===== src/sv/ert_pkg.sv =====
package ert_pkg;

   localparam int NUM_CATEGORIES_DEF = 8;

   localparam int CAT_W     = 3;
   localparam int TAG_W     = 16;
   localparam int COUNT_W   = 32;
   localparam int TIME_W    = 32;
   localparam int TIMEOUT_W = 16;

   localparam logic [TIMEOUT_W-1:0] TIMEOUT_RESET = 16'd5;

   typedef enum logic {
      OP_EVENT = 1'b0,
      OP_TICK  = 1'b1
   } op_type;

   typedef enum logic {
      KIND_IMMEDIATE = 1'b0,
      KIND_SUMMARY   = 1'b1
   } kind_type;

   typedef struct packed {
      op_type             operation;
      logic [CAT_W-1:0]   category;
      logic [TAG_W-1:0]   message_tag;
   } req_type;

   typedef struct packed {
      kind_type           report_kind;
      logic [CAT_W-1:0]   report_category;
      logic [TAG_W-1:0]   report_tag;
      logic [COUNT_W-1:0] repeat_count;
      logic [TIME_W-1:0]  elapsed_seconds;
      logic               last_of_run;
   } rsp_type;

   typedef logic [TIMEOUT_W-1:0] csr_type;

   // front to back command queue head
   typedef struct packed {
      logic    valid;
      req_type cmd;
   } cmd_chan_type;

   typedef enum logic [1:0] {
      ST_IDLE,
      ST_SCAN,
      ST_FLUSH
   } back_state_type;

endpackage


===== src/sv/ert_stream_if.sv =====
interface ert_stream_if #(
   parameter type payload_type = logic
) ();

   logic        valid;
   logic        ready;
   payload_type payload;

   modport source (output valid, output payload, input ready);
   modport sink   (input valid, input payload, output ready);

endinterface


===== src/sv/ert_back.sv =====
module ert_back #(
   parameter int NUM_CATEGORIES = ert_pkg::NUM_CATEGORIES_DEF
) (
   input  logic                               clock,
   input  logic                               reset,
   input  ert_pkg::cmd_chan_type               cmd_in,
   output logic                               cmd_pop,
   input  logic [ert_pkg::TIMEOUT_W-1:0]      timeout,
   ert_stream_if.source                       rsp_port
);

   import ert_pkg::*;

   // only categories reachable through the category field can ever wait
   localparam int MAX_SLOTS = 2 ** CAT_W;
   localparam int NUM_SLOTS = (NUM_CATEGORIES < MAX_SLOTS) ? NUM_CATEGORIES : MAX_SLOTS;
   localparam int SLOT_W    = (NUM_SLOTS > 1) ? $clog2(NUM_SLOTS) : 1;

   back_state_type       state_ff, state_in;
   logic [SLOT_W-1:0]    scan_idx_ff, scan_idx_in;
   logic [TIME_W-1:0]    now_ff, now_in;
   logic                 held_valid_ff, held_valid_in;
   rsp_type              held_ff;
   logic                 out_valid_ff, out_valid_in;
   rsp_type              out_ff;

   logic                 waiting_ff [NUM_SLOTS];
   logic [TIME_W-1:0]    last_ff    [NUM_SLOTS];
   logic [COUNT_W-1:0]   count_ff   [NUM_SLOTS];
   logic [TAG_W-1:0]     tag_ff     [NUM_SLOTS];

   logic [SLOT_W-1:0]    sel_idx;
   logic                 sel_waiting;
   logic [TIME_W-1:0]    sel_last;
   logic [COUNT_W-1:0]   sel_count;
   logic [TAG_W-1:0]     sel_tag;
   logic [TIME_W-1:0]    elapsed;
   logic                 due;
   logic                 out_free;
   logic                 scan_last;

   logic                 tick_start;
   logic                 ev_start;
   logic                 ev_bump;
   logic                 step;
   logic                 sum_emit;
   logic                 slot_clear;
   logic                 held_clear;
   logic                 push;
   rsp_type              push_data;
   rsp_type              sum_data;

   assign sel_idx     = (state_ff == ST_SCAN) ? scan_idx_ff : cmd_in.cmd.category[SLOT_W-1:0];
   assign sel_waiting = waiting_ff[sel_idx];
   assign sel_last    = last_ff[sel_idx];
   assign sel_count   = count_ff[sel_idx];
   assign sel_tag     = tag_ff[sel_idx];
   assign elapsed     = now_ff - sel_last;
   assign due         = sel_waiting && (elapsed >= TIME_W'(timeout));
   assign out_free    = !out_valid_ff || rsp_port.ready;
   assign scan_last   = (scan_idx_ff == SLOT_W'(NUM_SLOTS - 1));

   always_comb begin
      sum_data.report_kind     = KIND_SUMMARY;
      sum_data.report_category = CAT_W'(sel_idx);
      sum_data.report_tag      = sel_tag;
      sum_data.repeat_count    = sel_count;
      sum_data.elapsed_seconds = elapsed;
      sum_data.last_of_run     = 1'b0;
   end

   // control outputs
   always_comb begin
      cmd_pop    = 1'b0;
      tick_start = 1'b0;
      ev_start   = 1'b0;
      ev_bump    = 1'b0;
      step       = 1'b0;
      sum_emit   = 1'b0;
      slot_clear = 1'b0;
      held_clear = 1'b0;
      push       = 1'b0;
      push_data  = held_ff;
      unique case (state_ff)
         ST_IDLE: begin
            if (cmd_in.valid) begin
               if (cmd_in.cmd.operation == OP_TICK) begin
                  cmd_pop    = 1'b1;
                  tick_start = 1'b1;
               end else if (sel_waiting) begin
                  cmd_pop = 1'b1;
                  ev_bump = 1'b1;
               end else if (out_free) begin
                  cmd_pop  = 1'b1;
                  ev_start = 1'b1;
                  push     = 1'b1;
                  push_data.report_kind     = KIND_IMMEDIATE;
                  push_data.report_category = cmd_in.cmd.category;
                  push_data.report_tag      = cmd_in.cmd.message_tag;
                  push_data.repeat_count    = '0;
                  push_data.elapsed_seconds = '0;
                  push_data.last_of_run     = 1'b1;
               end
            end
         end
         ST_SCAN: begin
            // a new summary displaces the held one, which needs the output free
            if (!(due && (sel_count != '0) && held_valid_ff && !out_free)) begin
               step = 1'b1;
               if (due && (sel_count != '0)) begin
                  sum_emit = 1'b1;
                  if (held_valid_ff) begin
                     push = 1'b1;
                  end
               end else if (due) begin
                  slot_clear = 1'b1;
               end
            end
         end
         ST_FLUSH: begin
            if (out_free) begin
               push                  = 1'b1;
               held_clear            = 1'b1;
               push_data.last_of_run = 1'b1;
            end
         end
         default: begin
         end
      endcase
   end

   // next state
   always_comb begin
      state_in = state_ff;
      unique case (state_ff)
         ST_IDLE: begin
            if (tick_start) begin
               state_in = ST_SCAN;
            end
         end
         ST_SCAN: begin
            if (step && scan_last) begin
               state_in = (held_valid_ff || sum_emit) ? ST_FLUSH : ST_IDLE;
            end
         end
         ST_FLUSH: begin
            if (out_free) begin
               state_in = ST_IDLE;
            end
         end
         default: begin
            state_in = ST_IDLE;
         end
      endcase
   end

   always_comb begin
      scan_idx_in = scan_idx_ff;
      if (tick_start || (step && scan_last)) begin
         scan_idx_in = '0;
      end else if (step) begin
         scan_idx_in = SLOT_W'(scan_idx_ff + 1'b1);
      end
      now_in        = tick_start ? (now_ff + 1'b1) : now_ff;
      held_valid_in = sum_emit ? 1'b1 : (held_clear ? 1'b0 : held_valid_ff);
      out_valid_in  = push ? 1'b1 : (rsp_port.ready ? 1'b0 : out_valid_ff);
   end

   always_ff @(posedge clock) begin
      if (reset) begin
         state_ff      <= ST_IDLE;
         scan_idx_ff   <= '0;
         now_ff        <= '0;
         held_valid_ff <= 1'b0;
         out_valid_ff  <= 1'b0;
         for (int i = 0; i < NUM_SLOTS; i++) begin
            waiting_ff[i] <= 1'b0;
         end
      end else begin
         state_ff      <= state_in;
         scan_idx_ff   <= scan_idx_in;
         now_ff        <= now_in;
         held_valid_ff <= held_valid_in;
         out_valid_ff  <= out_valid_in;
         if (ev_start) begin
            waiting_ff[sel_idx] <= 1'b1;
         end
         if (slot_clear) begin
            waiting_ff[sel_idx] <= 1'b0;
         end
      end
   end

   always_ff @(posedge clock) begin
      if (ev_start) begin
         tag_ff[sel_idx]   <= cmd_in.cmd.message_tag;
         last_ff[sel_idx]  <= now_ff;
         count_ff[sel_idx] <= '0;
      end
      if (ev_bump && (sel_count != '1)) begin
         count_ff[sel_idx] <= sel_count + 1'b1;
      end
      if (sum_emit) begin
         count_ff[sel_idx] <= '0;
         last_ff[sel_idx]  <= now_ff;
         held_ff           <= sum_data;
      end
      if (push) begin
         out_ff <= push_data;
      end
   end

   assign rsp_port.valid   = out_valid_ff;
   assign rsp_port.payload = out_ff;

endmodule


===== src/flat_wrapper.sv =====
// flat-port wrapper written by rule: the top's interface ports become plain ports
module ert_back_flat import ert_pkg::*;
#(
   parameter int NUM_CATEGORIES = ert_pkg::NUM_CATEGORIES_DEF
)
  (clock, reset, cmd_in, cmd_pop, timeout, rsp_port_valid, rsp_port_payload, rsp_port_ready);
  ert_stream_if rsp_port_i ();
  input  logic clock;
  input  logic reset;
  input  ert_pkg::cmd_chan_type cmd_in;
  output logic cmd_pop;
  input  logic [ert_pkg::TIMEOUT_W-1:0] timeout;
  output wire logic [$bits(rsp_port_i.valid)-1:0] rsp_port_valid;
  output wire logic [$bits(rsp_port_i.payload)-1:0] rsp_port_payload;
  input wire logic [$bits(rsp_port_i.ready)-1:0] rsp_port_ready;
  assign rsp_port_valid = rsp_port_i.valid;
  assign rsp_port_payload = rsp_port_i.payload;
  assign rsp_port_i.ready = rsp_port_ready;
  ert_back #(.NUM_CATEGORIES(NUM_CATEGORIES)) u_core (.clock(clock), .reset(reset), .cmd_in(cmd_in), .cmd_pop(cmd_pop), .timeout(timeout), .rsp_port(rsp_port_i));
endmodule

===== config.mk =====
export PLATFORM = sky130hd
export DESIGN_NAME = ert_back_flat
export DESIGN_NICKNAME = d
export VERILOG_FILES = /design/src/sv/ert_pkg.sv /design/src/sv/ert_stream_if.sv /design/src/sv/ert_back.sv /design/src/flat_wrapper.sv
export SDC_FILE = /design/constraint.sdc
export NUM_CORES = 1
export LEC_CHECK = 0
export BUFFER_PORTS_ARGS = -buffer_cell sky130_fd_sc_hd__buf_4
export CORE_ASPECT_RATIO = 1.2
export CORE_MARGIN = 8
export CORE_UTILIZATION = 65
export DETAILED_ROUTE_END_ITERATION = 12
export PLACE_DENSITY = 0.79
export SYNTH_ARGS = -nofsm -noshare
export SYNTH_HDL_FRONTEND = slang
export SYNTH_SLANG_ARGS = --single-unit

===== constraint.sdc =====
create_clock -name clock -period 17.2 [get_ports clock]
set_clock_uncertainty 0.2 [all_clocks]
set_input_delay 1.72 -clock clock [delete_from_list [all_inputs] [get_ports clock]]
set_output_delay 1.72 -clock clock [all_outputs]
set_load 0.01 [all_outputs]

# After elaboration in Yosys (flattened, before gate mapping)

Memories as Yosys holds them, arrays and structs flattened.
Cells that the tools add are included.

Flip-flop bits (word level): 40
RAM bits: 520
Output and inout bits: 3
Memories kept: 3

$add $sub $neg: 4
$lt $le $gt $ge: 1
Equality and inequality tests: 7
Mux-type cells: 65
Bitwise operators: 4
Reductions and logical operators: 18

Memories:

| memory            | depth | bits a word | rd ports | clocked after memory_dff | wr ports | line           | source |
|---|---|---|---|---|---|---|---|
| u_core.count_ff   | 8     | 32          | 1        | 0                        | 1        | ert_back.sv:29 | `logic [COUNT_W-1:0] count_ff [NUM_SLOTS];` |
| u_core.last_ff    | 8     | 32          | 1        | 0                        | 1        | ert_back.sv:28 | `logic [TIME_W-1:0] last_ff [NUM_SLOTS];` |
| u_core.waiting_ff | 8     | 1           | 1        | 0                        | 8        | ert_back.sv:27 | `logic waiting_ff [NUM_SLOTS];` |

Operators by type and width:

| kind                                                  | number |
|---|---|
| two-way mux 32 bit                                    | 3 |
| adder 32 x 1 -> 32 bit, second input constant         | 2 |
| two-way mux 1 bit                                     | 53 |
| >= comparator 32 x 16 -> 1 bit                        | 1 |
| inequality test 32 bit, second input constant         | 1 |
| nonzero test 32 bit                                   | 1 |
| subtractor 32 bit                                     | 1 |
| two-way mux 2 bit                                     | 4 |
| logical AND 1 bit                                     | 6 |
| two-way mux 3 bit                                     | 2 |
| case mux 2 bit (3 select lines)                       | 1 |
| inequality test 2 x 1 -> 1 bit, second input constant | 2 |
| bitwise OR 1 bit                                      | 4 |
| nonzero test 2 bit                                    | 2 |
| adder 3 x 1 -> 3 bit, second input constant           | 1 |
| equality test 3 bit, second input constant            | 1 |
| logical OR 1 bit                                      | 3 |
| case mux 1 bit (3 select lines)                       | 1 |
| AND reduction 3 bit                                   | 1 |
| equality test 2 x 1 -> 1 bit, second input constant   | 1 |
| equality test 2 bit, second input constant            | 1 |
| zero test 1 bit                                       | 2 |
| zero test 2 bit                                       | 1 |
| inequality test 2 bit, second input constant          | 1 |
| 3 further kinds                                       | 3 |

# Longest topological paths before layout

An unclocked memory read counts as a cell.

Depth in word-level cells: 17
Mapped depth: 32
Mapped depth without buffers: 28

# Worst setup path before layout

No wires, ideal clock.

Path kind: input-to-reg
Start: input cmd_in[16] (netlist name)
End: memory u_core.last_ff[0][0], enable pin
Setup time: 0.421 ns
Data arrival time: 8.470 ns
Required time: 16.579 ns
Slack: 8.109 ns
Stages on the path: 30
Buffers on the path: 6
Path through: buf_2 mux2_2 buf_2 buf_2 buf_6 clkbuf_1 nand2_1 clkbuf_1 o22ai_1 nor2_1 nand3_1 ha_1 nand4_1 or2_2 a31oi_1 o31a_1 o21a_1 nor2_1 xnor2_1 ha_1 o2111ai_1 nor3_1 a2111o_1 or4_1 a221o_1 and4b_1 and4b_1 a21oi_1 a31oi_1 nor2_1

Cells in the longest elaborated chain, start to end: 13
Elaborated cells between the ends (all ways): 23
Those cells by class: 1 x add/sub; 1 x order compare; 12 x mux; 1 x bitwise; 5 x reduce/logical; 3 x memory

Ends and longest elaborated chain:

| item                                    | line                             | source |
|---|---|---|
| start, declared                         | flat_wrapper.sv:10               | `input ert_pkg::cmd_chan_type cmd_in;` |
| two-way mux 3 bit (*)                   | ert_back.sv:53                   | `assign sel_idx = (state_ff == ST_SCAN) ? scan_idx_ff : cmd_in.cmd.category[SLOT_W-1:0];` |
| memory read (8 x 32 bit)                | -                                |  |
| subtractor 32 bit                       | ert_back.sv:58                   | `assign elapsed = now_ff - sel_last;` |
| >= comparator 32 x 16 -> 1 bit          | ert_back.sv:59                   | `assign due = sel_waiting && (elapsed >= TIME_W'(timeout));` |
| logical AND 1 bit                       | ert_back.sv:59                   |  |
| logical AND 1 bit                       | ert_back.sv:108, ert_back.sv:110 |  |
| logical AND 1 bit (2 in a row)          | ert_back.sv:108                  | `if (!(due && (sel_count != '0) && held_valid_ff && !out_free)) begin` |
| two-way mux 1 bit                       | ert_back.sv:108                  |  |
| two-way mux 1 bit                       | ert_back.sv:84                   | `unique case (state_ff)` |
| two-way mux 1 bit                       | ert_back.sv:203                  | `if (sum_emit) begin` |
| two-way mux 1 bit (implied by the code) | ert_back.sv:205                  | `last_ff[sel_idx] <= now_ff;` |
| bitwise OR 1 bit (no line)              | -                                |  |
| end, declared                           | ert_back.sv:28                   |  |

Mark *: on every way between the ends. The rest lies on a longest branch, timed or not.

# Worst setup path after layout

Start: register u_core.state_ff[0]
End: memory u_core.last_ff[4][19], enable pin

Cells in the longest elaborated chain, start to end: 14
Elaborated cells between the ends (all ways): 25
Those cells by class: 1 x add/sub; 1 x order compare; 1 x eq/ne; 12 x mux; 1 x bitwise; 6 x reduce/logical; 3 x memory

Ends and longest elaborated chain:

| item                                    | line                             | source |
|---|---|---|
| start, declared                         | ert_back.sv:19                   | `back_state_type state_ff, state_in;` |
| start signal, assigned                  | ert_back.sv:180                  | `state_ff <= state_in;` |
| equality test 2 x 1 -> 1 bit            | ert_back.sv:53, ert_back.sv:84   |  |
| two-way mux 3 bit                       | ert_back.sv:53                   |  |
| memory read (8 x 32 bit)                | -                                |  |
| subtractor 32 bit                       | ert_back.sv:58                   |  |
| >= comparator 32 x 16 -> 1 bit          | ert_back.sv:59                   |  |
| logical AND 1 bit                       | ert_back.sv:59                   |  |
| logical AND 1 bit                       | ert_back.sv:108, ert_back.sv:110 |  |
| logical AND 1 bit (2 in a row)          | ert_back.sv:108                  |  |
| two-way mux 1 bit                       | ert_back.sv:108                  |  |
| two-way mux 1 bit                       | ert_back.sv:84                   |  |
| two-way mux 1 bit                       | ert_back.sv:203                  |  |
| two-way mux 1 bit (implied by the code) | ert_back.sv:205                  |  |
| bitwise OR 1 bit (no line)              | -                                |  |

Several ways; a longest one is shown, not always the timed one.

==> reports/results.tsv <==
stage	metric	value	unit
synthesis	mapped cell area	0.0244	sq mm
floorplan	core area	0.0369	sq mm
route	met2 WL post-DR	32.7	mm
final_layout	most frequent cells in the layout	edfxtp_1 (521), nand2_1 (198), nor2_1 (143)	
final_layout	register area	0.0164	sq mm
global_route	Overflow after GRT	0	
final_layout	layout cells sized above 1	10.6	%
global_route	GR Util All Layers	28.4	%
floorplan	full die area	0.0440	sq mm
route	met1 wire length	22.3	mm
route	first-iteration detailed-routing DRC count	1543	
clocking	Clock Pin Slew Worst Setup and Hold Paths	0.07	ns
sta	clock period minus worst slack	10.56	ns
final_layout	layout net count	1975	
synthesis	Yosys top cell by area	edfxtp_1	
floorplan	Die Width	193	um
route	uppermost layer routed	met4	
clocking	# H-tree levels	2	
route	via count	16300	
route	ANT nets after route	0	
setup_path	Worst EP required	17.28	ns
synthesis	Mapped Avg Cell Area	13.2	sq um
setup_path	CP peak stage delay	0.95	ns
placed_design	hpwl dp	36.9	mm
hold_path	Tightest Hold Check Type	register to register	
route	WL final	62.9	mm
status	status	completed	
clocking	TritonCTS clock tree	done	
final_layout	fill cell count	2331	
final_layout	Final Core Density	72.9	%
sta	Slew headroom	22.7	%
synthesis	post-synth top area share	64.1	%
route	average wire per standard cell	26.3	um
synthesis	Yosys reg bits	560	
synthesis	top_reg_cell synth	edfxtp_1	
floorplan	Ports	43	
synthesis	Post-Syn Instances	1848	
sta	unrepaired setup endpoints after global routing	no	
synthesis	number of distinct library cells after synthesis	86	
sta	Worst Tran Pin Value	1.15	ns
global_route	vias in the first global route	16500	
clocking	clock buffer depth	3	
route	DRT Pass-1 Iters	7	
synthesis	syn nets	1941	
placed_design	PortBufs	26	
synthesis	asr flop ratio synth	0	%
route	# DRC	0	
setup_path	Worst setup EP type	register	
power	PwrDens	107	mW/mm^2
final_layout	layout overhead on the synthesized area	10.2	%
floorplan	Die Y	228	um
setup_path	Arrival @ worst endpoint	10.64	ns
power	Worst VDD drop	97.0	uV
floorplan	row cnt	77	
sta	Fin. Hold Viols	0	
final_layout	multi-input logic area	0.00759	sq mm
final_layout	ant diodes	0	
final_layout	leading cell type in the layout, fill and taps excluded	edfxtp_1	
sta	Final Max Tran Viols	0	
sta	Setup-failing EPs final	0	
synthesis	Post-synth EDFFs	521	
setup_path	slowest cell on the critical path	a31oi_2	
sta	fmax	94.7	MHz
sta	total negative slack	0	ns
clocking	hold_buf cts	0	
clocking	Root Buffer	clkbuf_16	
clocking	total clock sinks	560	
sta	fin crit share	61.4	%
clocking	CTS buffer count	51	
global_route	antenna violations before repair	0	
route	Met3 Routed Length	4.92	mm
job	MaxCap Viol Count	0	
synthesis	sequential share of the synthesized area	67.4	%
setup_path	startpoint types	register	
setup_path	Max Fanout on Critical Path	33	
synthesis	Yosys warnings	0	
synthesis	top cells by area, synth	edfxtp_1 (64%), dfxtp_1 (3.2%), nand2_1 (3.0%), o22ai_1 (2.9%), ha_1 (2.7%)	
setup_path	crit-path most repeated cell	buf_4	
route	drt via density	6.82	
floorplan	Initial Utilization	66.1	%
global_route	first-pass GRT wire length	94.9	mm
placed_design	GP Congestion	0.875	
clocking	Clk Latency, worst-skew pair	0.57	ns
power	Lkg Pwr	0.00901	uW
clocking	post_cts resized	0	
global_route	largest net degree at the start of global routing	47	
clocking	post-CTS setup buffer count	0	
setup_path	Setup CP Type	register to register	
flip-flops by register name (all words and copies together), names as in the netlist:
signal	flops
u_core.count_ff	256
u_core.scan_idx_ff	3
u_core.rsp_port.payload	1
u_core.now_ff	32
u_core.held_valid_ff	1
u_core.rsp_port.valid	1
u_core.waiting_ff	8
u_core.last_ff	256
u_core.state_ff	2
per-stage QoR:
step	instances	hold WS, ns	worst slack [ns]	total power, uW	area [sq um]
final	2397	0.301	6.64	2860	26900
after floorplan	1848	0.263	8.11	1710	24400
after global routing	2397	0.335	6.26	2930	26900
after CTS	2397	0.296	6.78	2860	26900
after detailed placement	2303	0.286	6.52	1800	25300
after global placement	2303	0.273	6.58	1800	25300
worst max-delay path, delay by kind of cell, from the launching register on:
family,cells,cell delay [ns]
AND/OR/NAND/NOR,11,3.50
XOR/XNOR,1,0.38
flip-flops,1,0.62
multiplexers,1,0.42
AO/OA/AOI/OAI,8,2.90
buffers and inverters,4,1.45
adder cells (fa/ha/maj),2,0.74
synth_stat cells (18+ instances only):
| master | count |
|---|---|
| nor3_1 | 32 |
| nand4_1 | 18 |
| xor2_1 | 42 |
| a21oi_1 | 78 |
| dfxtp_1 | 39 |
| edfxtp_1 | 521 |
| ha_1 | 52 |
| buf_2 | 28 |
| inv_1 | 34 |
| xnor2_1 | 31 |
| nand3_1 | 48 |
| and3_1 | 18 |
| clkbuf_1 | 49 |
| nor2_1 | 159 |
| o21ai_0 | 32 |
| o22ai_1 | 114 |
| mux2i_1 | 33 |
| a22oi_1 | 53 |
| nand2_1 | 198 |
path summary, 6_finish.rpt:
path	slack, ns	depth (start not counted)	from	end
worst max register to register	6.64	27	u_core.state_ff[0]$_SDFFE_PP0P_	u_core.last_ff[4][19]$_DFFE_PP_
worst max-delay path	6.64	27	u_core.state_ff[0]$_SDFFE_PP0P_	u_core.last_ff[4][19]$_DFFE_PP_
worst min register to register	0.30	2	u_core.held_valid_ff$_SDFFE_PP0P_	u_core.held_valid_ff$_SDFFE_PP0P_
worst min-delay path	0.30	2	u_core.held_valid_ff$_SDFFE_PP0P_	u_core.held_valid_ff$_SDFFE_PP0P_
per-layer routing:
metal,vias up,track usage [%]
met5,-,0
met4,0,13.1
met3,185,3.72
met2,845,50.2
met1,8086,33.7
li1,7226,-
cell type report:
type	instances	share of cell area, %
Clock buffer	69	5.19
Clock inverter	25	0.731
Inverter	35	0.489
Multi-Input combinational cell	1161	28.2
Sequential cell	560	61.1
Tap cell	474	2.21
Timing Repair Buffer	73	2.04
cells by family (layout without fill, tap and decap cells):
logic type / count (synthesis) / count (layout) / share of synthesized area (%)
adders and majority gates: 53 / 53 / 2.75
muxes: 41 / 41 / 1.82
buffers and inverters: 127 / 202 / 2.28
AOI/OAI and AO/OA: 435 / 435 / 12.4
and+or+nand+nor: 559 / 559 / 10.7
xor gates and xnor gates: 73 / 73 / 2.62
DFF: 560 / 560 / 67.4
report_power, final:
part	switching [uW]	internal (uW)
logic	183	82.9
registers	9.61	1510
clock network	481	602
total	674	2190
(Power assumes the default switching activity.)
